--- config.mk ---
export PLATFORM = sky130hd
export DESIGN_NAME = bcc_frame_verify_deframer_core
export DESIGN_NICKNAME = d
export VERILOG_FILES = /design/src/rtl/core/bfvd_pkg.sv /design/src/rtl/core/bcc_frame_verify_deframer_core.sv
export SDC_FILE = /design/constraint.sdc
export NUM_CORES = 1
export LEC_CHECK = 0
export ABC_CLOCK_PERIOD_IN_PS = 4600
export BUFFER_PORTS_ARGS = -buffer_cell sky130_fd_sc_hd__buf_2
export CAP_MARGIN = 20
export CORE_UTILIZATION = 55
export CTS_CLUSTER_SIZE = 24
export DETAILED_ROUTE_END_ITERATION = 8
export PLACE_DENSITY_LB_ADDON = 0.25
export SETUP_SLACK_MARGIN = 0.4
export SYNTH_ARGS = -nofsm -noshare
export SYNTH_HDL_FRONTEND = slang
export SYNTH_SLANG_ARGS = --single-unit
export TNS_END_PERCENT = 100
--- constraint.sdc ---
create_clock -name clock -period 4.6 [get_ports clock]
set_clock_uncertainty 0.2 [all_clocks]
set_input_delay 0.46 -clock clock [delete_from_list [all_inputs] [get_ports clock]]
set_output_delay 0.46 -clock clock [all_outputs]
set_load 0.01 [all_outputs]
--- src/rtl/core/bfvd_pkg.sv ---
// types and constants for the frame verify deframer
// depends on nothing; imported by bcc_frame_verify_deframer_core
`default_nettype none

package bfvd_pkg;

   localparam int unsigned BYTE_W   = 8;
   localparam int unsigned COUNT_W  = 10;
   localparam int unsigned MINLEN_W = 9;
   localparam int unsigned CODE_W   = 3;
   localparam int unsigned CSR_IDX_W = 2;
   localparam int unsigned CSR_DATA_W = 9;
   localparam int unsigned RSP_DATA_W = 16;

   localparam logic [COUNT_W-1:0]  COUNT_MAX      = 10'd1023;
   localparam logic [BYTE_W-1:0]   START_RESET    = 8'd170;
   localparam logic [BYTE_W-1:0]   END_RESET      = 8'd187;
   localparam logic [MINLEN_W-1:0] MIN_LEN_RESET  = 9'd6;
   localparam logic [COUNT_W-1:0]  LEN_OVERHEAD   = 10'd5;

   typedef enum logic [CSR_IDX_W-1:0] {
      CSR_START_MARKER = 2'd0,
      CSR_END_MARKER   = 2'd1,
      CSR_MIN_LEN      = 2'd2,
      CSR_UNUSED       = 2'd3
   } csr_index_type;

   typedef enum logic [CODE_W-1:0] {
      ERR_NONE      = 3'd0,
      ERR_SHORT     = 3'd1,
      ERR_NO_START  = 3'd2,
      ERR_NO_END    = 3'd3,
      ERR_BCC       = 3'd4,
      ERR_LEN_ZERO  = 3'd5,
      ERR_SIZE      = 3'd6,
      ERR_RESERVED  = 3'd7
   } err_code_type;

   typedef enum logic {
      KIND_PAYLOAD = 1'b0,
      KIND_VERDICT = 1'b1
   } kind_type;

   typedef struct packed {
      kind_type            kind;
      logic [BYTE_W-1:0]   payload_byte;
      logic                frame_ok;
      err_code_type        error_code;
      logic                run_last;
   } result_type;

endpackage

`default_nettype wire

--- src/rtl/core/bcc_frame_verify_deframer_core.sv ---
// frame verify deframer: strips start, bcc and end bytes, emits a verdict per frame
// depends on bfvd_pkg; results leave through a four-entry result queue
// order: the results of a request are written to the result queue when it is accepted, payload
//   byte first; a verdict behind a payload byte of the same request follows it on rsp
// throughput: one request per cycle while the queue holds at most two results
// reset: clears frame state and the queue, and loads the register reset values
`default_nettype none

module bcc_frame_verify_deframer_core #(
   parameter int unsigned MAX_FRAME_LEN = 260
) (
   input  wire logic                              clock,
   input  wire logic                              reset,
   // request channel
   input  wire logic                              req_tvalid,
   output logic                                   req_tready,
   input  wire logic [bfvd_pkg::BYTE_W-1:0]       req_tdata,   // rx_byte
   input  wire logic                              req_tlast,   // frame_end
   // result channel
   output logic                                   rsp_tvalid,
   input  wire logic                              rsp_tready,
   output logic [bfvd_pkg::RSP_DATA_W-1:0]        rsp_tdata,   // payload_byte, frame_ok, error_code
   output logic                                   rsp_tuser,   // kind
   output logic                                   rsp_tlast,   // run_last
   // register write port
   input  wire logic                              csr_we,
   input  wire logic [bfvd_pkg::CSR_IDX_W-1:0]    csr_index,
   input  wire logic [bfvd_pkg::CSR_DATA_W-1:0]   csr_wdata
);
   import bfvd_pkg::*;

   localparam logic [COUNT_W-1:0] MAX_LEN = COUNT_W'(MAX_FRAME_LEN);
   localparam int unsigned Q_DEPTH = 4;
   localparam int unsigned Q_PTR_W = 2;
   localparam int unsigned Q_CNT_W = 3;

   logic [BYTE_W-1:0]   start_marker_ff;
   logic [BYTE_W-1:0]   end_marker_ff;
   logic [MINLEN_W-1:0] min_len_ff;

   logic [COUNT_W-1:0]  count_ff, count_in;
   logic [BYTE_W-1:0]   first_ff, first_in;
   logic [BYTE_W-1:0]   older_ff;
   logic [BYTE_W-1:0]   newer_ff;
   logic [BYTE_W-1:0]   xor_ff, xor_in;
   logic [BYTE_W-1:0]   len_ff, len_in;

   result_type          queue_ff [Q_DEPTH];
   logic [Q_PTR_W-1:0]  wptr_ff, rptr_ff;
   logic [Q_CNT_W-1:0]  qcount_ff;

   logic                accept, pop, emit, fend;
   logic [BYTE_W-1:0]   rx_byte;
   err_code_type        code;
   result_type          pay_item, verdict_item, head;
   logic [Q_PTR_W-1:0]  verdict_ptr;
   logic [Q_CNT_W-1:0]  push_n;

   assign rx_byte    = req_tdata;
   assign fend       = req_tlast;
   assign req_tready = (qcount_ff <= Q_CNT_W'(Q_DEPTH - 2));
   assign accept     = req_tvalid & req_tready;
   assign rsp_tvalid = (qcount_ff != '0);
   assign pop        = rsp_tvalid & rsp_tready;

   assign head      = queue_ff[rptr_ff];
   assign rsp_tuser = head.kind;
   assign rsp_tlast = head.run_last;
   assign rsp_tdata = {4'b0000, head.error_code, head.frame_ok, head.payload_byte};

   always_comb begin
      emit     = (count_ff >= COUNT_W'(3));
      xor_in   = emit ? (xor_ff ^ older_ff) : xor_ff;
      first_in = (count_ff == '0) ? rx_byte : first_ff;
      len_in   = (count_ff == COUNT_W'(2)) ? rx_byte : len_ff;
      count_in = (count_ff == COUNT_MAX) ? count_ff : count_ff + COUNT_W'(1);

      if (count_in < {1'b0, min_len_ff}) begin
         code = ERR_SHORT;
      end else if (first_in != start_marker_ff) begin
         code = ERR_NO_START;
      end else if (rx_byte != end_marker_ff) begin
         code = ERR_NO_END;
      end else if (newer_ff != xor_in) begin
         code = ERR_BCC;
      end else if (len_in == '0) begin
         code = ERR_LEN_ZERO;
      end else if ((count_in > MAX_LEN) ||
                   (count_in != ({2'b00, len_in} + LEN_OVERHEAD))) begin
         code = ERR_SIZE;
      end else begin
         code = ERR_NONE;
      end

      pay_item.kind         = KIND_PAYLOAD;
      pay_item.payload_byte = older_ff;
      pay_item.frame_ok     = 1'b0;
      pay_item.error_code   = ERR_NONE;
      pay_item.run_last     = ~fend;

      verdict_item.kind         = KIND_VERDICT;
      verdict_item.payload_byte = '0;
      verdict_item.frame_ok     = (code == ERR_NONE);
      verdict_item.error_code   = code;
      verdict_item.run_last     = 1'b1;

      verdict_ptr = wptr_ff + Q_PTR_W'(emit);
      push_n      = accept ? (Q_CNT_W'(emit) + Q_CNT_W'(fend)) : '0;
   end

   // result queue storage
   always_ff @(posedge clock) begin
      if (accept && emit) begin
         queue_ff[wptr_ff] <= pay_item;
      end
      if (accept && fend) begin
         queue_ff[verdict_ptr] <= verdict_item;
      end
   end

   always_ff @(posedge clock) begin
      if (reset) begin
         wptr_ff   <= '0;
         rptr_ff   <= '0;
         qcount_ff <= '0;
      end else begin
         wptr_ff   <= wptr_ff + push_n[Q_PTR_W-1:0];
         rptr_ff   <= rptr_ff + Q_PTR_W'(pop);
         qcount_ff <= qcount_ff + push_n - Q_CNT_W'(pop);
      end
   end

   always_ff @(posedge clock) begin
      if (reset) begin
         start_marker_ff <= START_RESET;
         end_marker_ff   <= END_RESET;
         min_len_ff      <= MIN_LEN_RESET;
      end else if (csr_we) begin
         unique case (csr_index_type'(csr_index))
            CSR_START_MARKER: start_marker_ff <= csr_wdata[BYTE_W-1:0];
            CSR_END_MARKER:   end_marker_ff   <= csr_wdata[BYTE_W-1:0];
            CSR_MIN_LEN:      min_len_ff      <= csr_wdata;
            default: ;
         endcase
      end
   end

   // frame state
   always_ff @(posedge clock) begin
      if (reset) begin
         count_ff <= '0;
         first_ff <= '0;
         older_ff <= '0;
         newer_ff <= '0;
         xor_ff   <= '0;
         len_ff   <= '0;
      end else if (accept) begin
         if (fend) begin
            count_ff <= '0;
            first_ff <= '0;
            older_ff <= '0;
            newer_ff <= '0;
            xor_ff   <= '0;
            len_ff   <= '0;
         end else begin
            count_ff <= count_in;
            first_ff <= first_in;
            older_ff <= newer_ff;
            newer_ff <= rx_byte;
            xor_ff   <= xor_in;
            len_ff   <= len_in;
         end
      end
   end

endmodule

`default_nettype wire

==> results of run 1 <==
## cell usage after synthesis (3+ instances only)
cell type,count
dfxtp_1,122
nor2_1,96
nand2_1,77
a21oi_1,59
mux2i_1,43
clkbuf_1,37
inv_1,30
xnor2_1,28
o21ai_0,27
nand3b_1,26
a22oi_1,23
ha_1,20
nor2b_1,19
nor3_1,17
edfxtp_1,16
mux4_2,14
xor2_1,14
buf_1,13
and3_1,11
nand3_1,11
and2_1,9
nand2b_1,8
nand4_1,8
a211o_1,7
mux2_2,7
buf_4,6
or3_1,6
a21o_1,5
a31oi_1,5
a32oi_1,5
nor4_1,5
buf_2,4
nor4b_1,4
or4bb_1,4
a211oi_1,3
a41oi_1,3
## cells by family (layout without fill, tap and decap cells)
kind of cell | Yosys count | after routing
fa+ha+maj | 21 | 21
other cells | 1 | 4
buf+inv | 92 | 120
mux | 65 | 65
flops | 138 | 138
compound gates | 168 | 168
simple gates | 317 | 317
xor+xnor | 42 | 42
## power by group through the flow
stage / combinational (mW) / clock [mW] / sequential (mW)
2_1_floorplan: 0.430 / 0 / 1.34
3_5_place_dp: 0.531 / 0 / 1.39
5_1_grt: 0.594 / 1.47 / 1.38
3_3_place_gp: 0.516 / 0 / 1.39
6_report: 0.539 / 1.40 / 1.37
4_1_cts: 0.535 / 1.42 / 1.37
## what timing repair did
item                       in CTS  in global routing
setup endpoints to repair       0                 12
gates resized for setup         0                  1
buffers inserted                0                  4
## registers in the layout (all words and copies together) (netlist names), 8 cells and up
name             count
queue_ff            56
count_ff            10
min_len_ff           9
end_marker_ff        8
first_ff             8
len_ff               8
newer_ff             8
older_ff             8
start_marker_ff      8
xor_ff               8
## layout make-up
| type | instances | area [um^2] | share of cell area [%] |
|---|---|---|---|
| timing repair buffer | 58 | 335 | 3.97 |
| sequential | 138 | 2920 | 34.6 |
| clock buffer | 22 | 465 | 5.51 |
| tap | 176 | 220 | 2.61 |
| clock inverter | 10 | 141 | 1.67 |
| multi-input combinational | 617 | 4250 | 50.3 |
| inverter | 30 | 113 | 1.33 |
## how the worst max path moves through the flow
stage,from,endpoint,slack (ns),cells past startpoint
floorplan,count_ff[9]$_SDFFE_PP0P_,queue_ff[1][3]$_DFFE_PP_,0.97,13
global placement,count_ff[2]$_SDFFE_PP0P_,queue_ff[2][3]$_DFFE_PP_,0.64,11
detailed placement,count_ff[2]$_SDFFE_PP0P_,queue_ff[1][3]$_DFFE_PP_,0.52,11
CTS,count_ff[2]$_SDFFE_PP0P_,queue_ff[3][4]$_DFFE_PP_,0.50,11
global route,count_ff[7]$_SDFFE_PP0P_,queue_ff[3][4]$_DFFE_PP_,0.43,11
finish,count_ff[7]$_SDFFE_PP0P_,queue_ff[3][4]$_DFFE_PP_,0.66,11
## per-layer routing
layer	track usage (%)	share of wire [%]
met1	34.7	43
met5	0	0
met2	46.9	50
met3	5.27	4.7
met4	12.6	2.5
## critical path, cell delays in order, from the launching register on
cell	delay [ns]
dfxtp_1	0.41
nor4_4	0.47
and3_1	0.26
buf_4	0.20
mux2_2	0.37
ha_1	0.25
or3_1	0.37
a31oi_1	0.18
a41oi_1	0.10
nor4_4	0.41
nand4_1	0.25
nor3_1	0.28
==> flow_summary_export.csv, run 1 <==
group,metric,value,unit
run_status,status,"completed",
synth,ys_ff_latch,138,
timing,rsz0062_at_grt,"no",
pwr,intPower,2.41,mW
route,drtIter0Drc,520,
synth,synth-compound-area-share,14.4,%
timing,fin_crit,3.94,ns
synth,mappedNetlistArea,7540,um^2
hold_path,hp-start,"reset",
route,dr.pass1.iters,5,
synth,synthMuxAreaShare,11.1,%
place,dp_slack,0.523,ns
place,dp.cells,1015,
setup_path,crit_arrival,3.99,ns
synth,yosys_most_used_dff,"dfxtp_1",
route,wl_per_cell,18.0,um
pwr,switchingPower,0.901,mW
synth,synth_top_area_share,32.4,%
route,drcViolationCount,0,
synth,synthAdderAreaFrac,3.58,%
finish,drive_gt1_share,13.8,%
clocking,cts_sinks,138,
clocking,postCtsHoldBufs,0,
route,detail_route.vias_per_cell,6.06,
synth,synth_edf_count,16,
floorplanning,pin_count,45,
setup_path,r2r_slack,0.66,ns
setup_path,start_kind,"register",
place,post-dp-hpwl,13100,um
timing,worst_pin_slew,1.06,ns
finish,antenna_cells,0,
global_route,grt_pass1_vias,6130,
finish,finalInstanceArea,8450,um^2
clocking,htreeDepth,4,
place,placed_area,7800,um^2
clocking,numCtsBuffers,17,
clocking,cts_buffer_depth,2,
synth,seq_area_frac_synth,38.8,%
hold_path,holdPathStages,2,
setup_path,worstSetupPathType,"register to register",
finish,nets,908,
synth,synth_xor_area_share,4.88,%
synth,yosys-top-cells-area,"dfxtp_1, edfxtp_1, mux2i_1, nor2_1, mux4_2",
timing,hold_slack,0.0384,ns
finish,fillers,1074,
clocking,cts_tree,"done",
timing,fin_setup_tns,0,ns
synth,async_flop_share,0,%
global_route,antenna_found_initial,0,
synth,synth_largest_area_cell,"dfxtp_1",
hold_path,hold_end,"qcount_ff[1]$_SDFF_PP0_",
timing,slew_violations,0,
finish,finish.utilization,63.6,%
finish,area_delta_synth_final,12.0,%
floorplanning,coreArea,13300,um^2
timing,setup_viol,0,
hold_path,hp-class,"primary input to register",
route,vias,6366,
synth,synth.distinct_cells,76,
synth,ys_warn_count,0,
setup_path,cp-end-kind,"register",
synth,synth_top_family_by_area,"simple AND/OR/NAND/NOR gates",
floorplanning,die_x,119,um
global_route,grt_overflow,0,
route,antenna_left,0,
clocking,cts-root-buf,"clkbuf_16",
place,port_buffers,40,
job,drv_cap,0,
place,gp_congestion,0.897,
pwr,p_comb_share,16.3,%
pwr,p_total,3.31,mW
setup_path,r2r_end,"queue_ff[3][4]$_DFFE_PP_",
synth,netlist_instances,844,
floorplanning,start_util,56.7,%
global_route,grtUsageTotal,27.9,%
global_route,grt_first_pass_wirelength,31100,um
global_route,grt_max_degree,80,
finish,fin_cells,1051,
timing,maxSlewHeadroom,28.5,%
pwr,leakage,3.39,nW
pwr,sw_frac_of_total,27.2,%
route,wl,18900,um
timing,setup_slack,0.660,ns
timing,hold_viol,0,
clocking,clk_latency,0.43,ns
pwr,power_frac_clock,42.4,%
setup_path,worst-path-max-fanout,10,
finish,most-common-layout-cells,"dfxtp_1, nor2_1, nand2_1, a21oi_1, mux2i_1",
floorplanning,die_y,119,um
setup_path,rr_worst_depth,11,
setup_path,crit_required,4.65,ns
pwr,seq_power_share,41.3,%
timing,max_freq,0.254,GHz
finish,final_common_cell,"dfxtp_1",
synth,syn_avg_cell_area,8.94,um^2
clocking,path_clk_slew,0.06,ns
synth,synthSimpleGateAreaFrac,22.0,%
pwr,power_density,391,nW/um^2
floorplanning,dieArea,14200,um^2
pwr,vdd_drop_max,0.276,mV
timing,finalCritPeriodShare,85.7,%
floorplanning,rows,42,
setup_path,r2r-start,"count_ff[7]$_SDFFE_PP0P_",
Power figures use the tool's default switching activity.
==> run 2, diff against run 1 <==
--- a/config.mk
+++ b/config.mk
@@ -5,13 +5,13 @@
 export SDC_FILE = /design/constraint.sdc
 export NUM_CORES = 1
 export LEC_CHECK = 0
-export ABC_CLOCK_PERIOD_IN_PS = 4600
+export ABC_CLOCK_PERIOD_IN_PS = 4200
 export BUFFER_PORTS_ARGS = -buffer_cell sky130_fd_sc_hd__buf_2
 export CAP_MARGIN = 20
 export CORE_UTILIZATION = 55
 export CTS_CLUSTER_SIZE = 24
 export DETAILED_ROUTE_END_ITERATION = 8
-export PLACE_DENSITY_LB_ADDON = 0.25
+export PLACE_DENSITY = 0.73
 export SETUP_SLACK_MARGIN = 0.4
 export SYNTH_ARGS = -nofsm -noshare
 export SYNTH_HDL_FRONTEND = slang
==> constraint.sdc (replaced) <==
create_clock -name clock -period 4.2 [get_ports clock]
set_clock_uncertainty 0.2 [all_clocks]
set_input_delay 0.42 -clock clock [delete_from_list [all_inputs] [get_ports clock]]
set_output_delay 0.42 -clock clock [all_outputs]
set_load 0.01 [all_outputs]
==> flow_summary_export.csv, run 2 (same netlist as run 1, synthesis figures left out) <==
group,metric,value,unit
clocking,numCtsBuffers,17,
global_route,grt_overflow,0,
timing,maxSlewHeadroom,33.4,%
clocking,path_clk_slew,0.06,ns
finish,area_delta_synth_final,13.3,%
setup_path,crit_arrival,3.71,ns
floorplanning,die_y,119,um
clocking,htreeDepth,4,
timing,setup_slack,0.570,ns
clocking,postCtsHoldBufs,0,
route,antenna_left,0,
finish,most-common-layout-cells,"dfxtp_1, nor2_1, nand2_1, a21oi_1, mux2i_1",
floorplanning,rows,42,
setup_path,cp-end-kind,"register",
route,wl_per_cell,18.3,um
clocking,cts_tree,"done",
timing,hold_viol,0,
floorplanning,pin_count,45,
finish,fin_cells,1056,
hold_path,hp-class,"primary input to register",
finish,drive_gt1_share,15.8,%
route,dr.pass1.iters,6,
route,drtIter0Drc,536,
pwr,power_density,429,nW/um^2
floorplanning,dieArea,14200,um^2
floorplanning,die_x,119,um
timing,setup_viol,0,
timing,finalCritPeriodShare,86.4,%
timing,slew_violations,0,
place,port_buffers,40,
clocking,clk_latency,0.42,ns
pwr,leakage,3.43,nW
floorplanning,start_util,56.7,%
finish,final_common_cell,"dfxtp_1",
finish,antenna_cells,0,
finish,largest_register_ffs,56,
clocking,cts-root-buf,"clkbuf_16",
clocking,cts_sinks,138,
floorplanning,coreArea,13300,um^2
run_status,status,"completed",
global_route,antenna_found_initial,0,
timing,rsz0062_at_grt,"no",
global_route,grtUsageTotal,28.4,%
place,dp.cells,1020,
finish,nets,914,
global_route,grt_pass1_vias,6207,
place,gp_congestion,0.880,
setup_path,crit_required,4.28,ns
route,vias,6390,
place,dp_slack,0.181,ns
finish,largest_registers,"queue_ff (56), count_ff (10), min_len_ff (9)",
global_route,grt_first_pass_wirelength,31500,um
timing,fin_setup_tns,0,ns
setup_path,worst-path-max-fanout,8,
clocking,cts_buffer_depth,2,
route,drcViolationCount,0,
pwr,vdd_drop_max,0.315,mV
place,post-dp-hpwl,13500,um
route,detail_route.vias_per_cell,6.05,
job,drv_cap,0,
route,wl,19400,um
timing,fin_crit,3.63,ns
finish,top_register,"queue_ff",
timing,max_freq,0.275,GHz
global_route,grt_max_degree,43,
timing,worst_pin_slew,0.992,ns
timing,hold_slack,0.0286,ns
setup_path,worstSetupPathType,"register to register",
setup_path,start_kind,"register",
[run 2: cell count changes in the layout (fill, tap and decap cells not counted), moves of 2 or more]
cell / before / now
clkbuf_8: 0 / 2
clkbuf_1: 4 / 1
dfxtp_1: 122 / 120
dfxtp_2: 0 / 2
nor4_2: 0 / 2
buf_4: 18 / 24
[run 2: through the flow]
step	instance area (um^2)	power [mW]	util, %
floorplan	7550	1.93	-
global placement	7840	2.09	59.0
detailed placement	7840	2.11	59.0
CTS	8490	3.66	63.9
global route	8540	3.81	64.3
finish	8540	3.67	64.3
[run 2: what timing repair did]
item                                    4_1_cts  5_1_grt
buffers inserted                              3        2
hold endpoints to repair                      0        0
pin swaps                                     3        3
endpoints found under the setup margin       17       17
resized for setup                             2        9
gates cloned                                  0        0
[run 2: power breakdown]
| part | switching (mW) | leakage, nW | internal [mW] |
|---|---|---|---|
| clock network | 0.564 | 0.304 | 0.997 |
| registers | 0.0937 | 1.12 | 1.40 |
| logic | 0.336 | 2.01 | 0.272 |
[run 2: path summary, 6_finish.rpt]
path | to | slack (ns) | depth (start not counted) | from
max | qcount_ff[2]$_SDFF_PP0_ | 0.57 | 14 | count_ff[9]$_SDFFE_PP0P_
min | min_len_ff[8]$_SDFFE_PP0P_ | 0.03 | 3 | csr_wdata[8]
max reg2reg | qcount_ff[2]$_SDFF_PP0_ | 0.57 | 14 | count_ff[9]$_SDFFE_PP0P_
min reg2reg | queue_ff[1][13]$_SDFFE_PP1P_ | 0.25 | 1 | queue_ff[1][13]$_SDFFE_PP1P_
[run 2: area by class of cell]
class	instances	area, um^2
inverter	30	116
timing repair buffer	64	380
clock buffer	21	482
multi-input combinational	617	4280
sequential	138	2930
tap	176	220
fill	1079	4750
clock inverter	10	139
[run 2: critical path, cell delays in order (launching register included)]
cell	delay, ns
dfxtp_1	0.39
or4_4	0.63
nor3_4	0.29
clkinvlp_4	0.18
ha_1	0.29
and3_1	0.17
inv_1	0.05
ha_1	0.28
inv_1	0.06
ha_1	0.13
inv_1	0.05
fa_1	0.40
xnor2_2	0.15
xnor2_1	0.15
nor2_1	0.05
[run 2: per-layer routing]
layer / vias to the layer above / track usage, % / routed length, um
met3: 37 / 5.94 / 880
met4: 0 / 10.6 / 454
li1: 3045 / - / -
met1: 3107 / 34.2 / 8190
met2: 201 / 49.5 / 9850
met5: - / 0 / 0
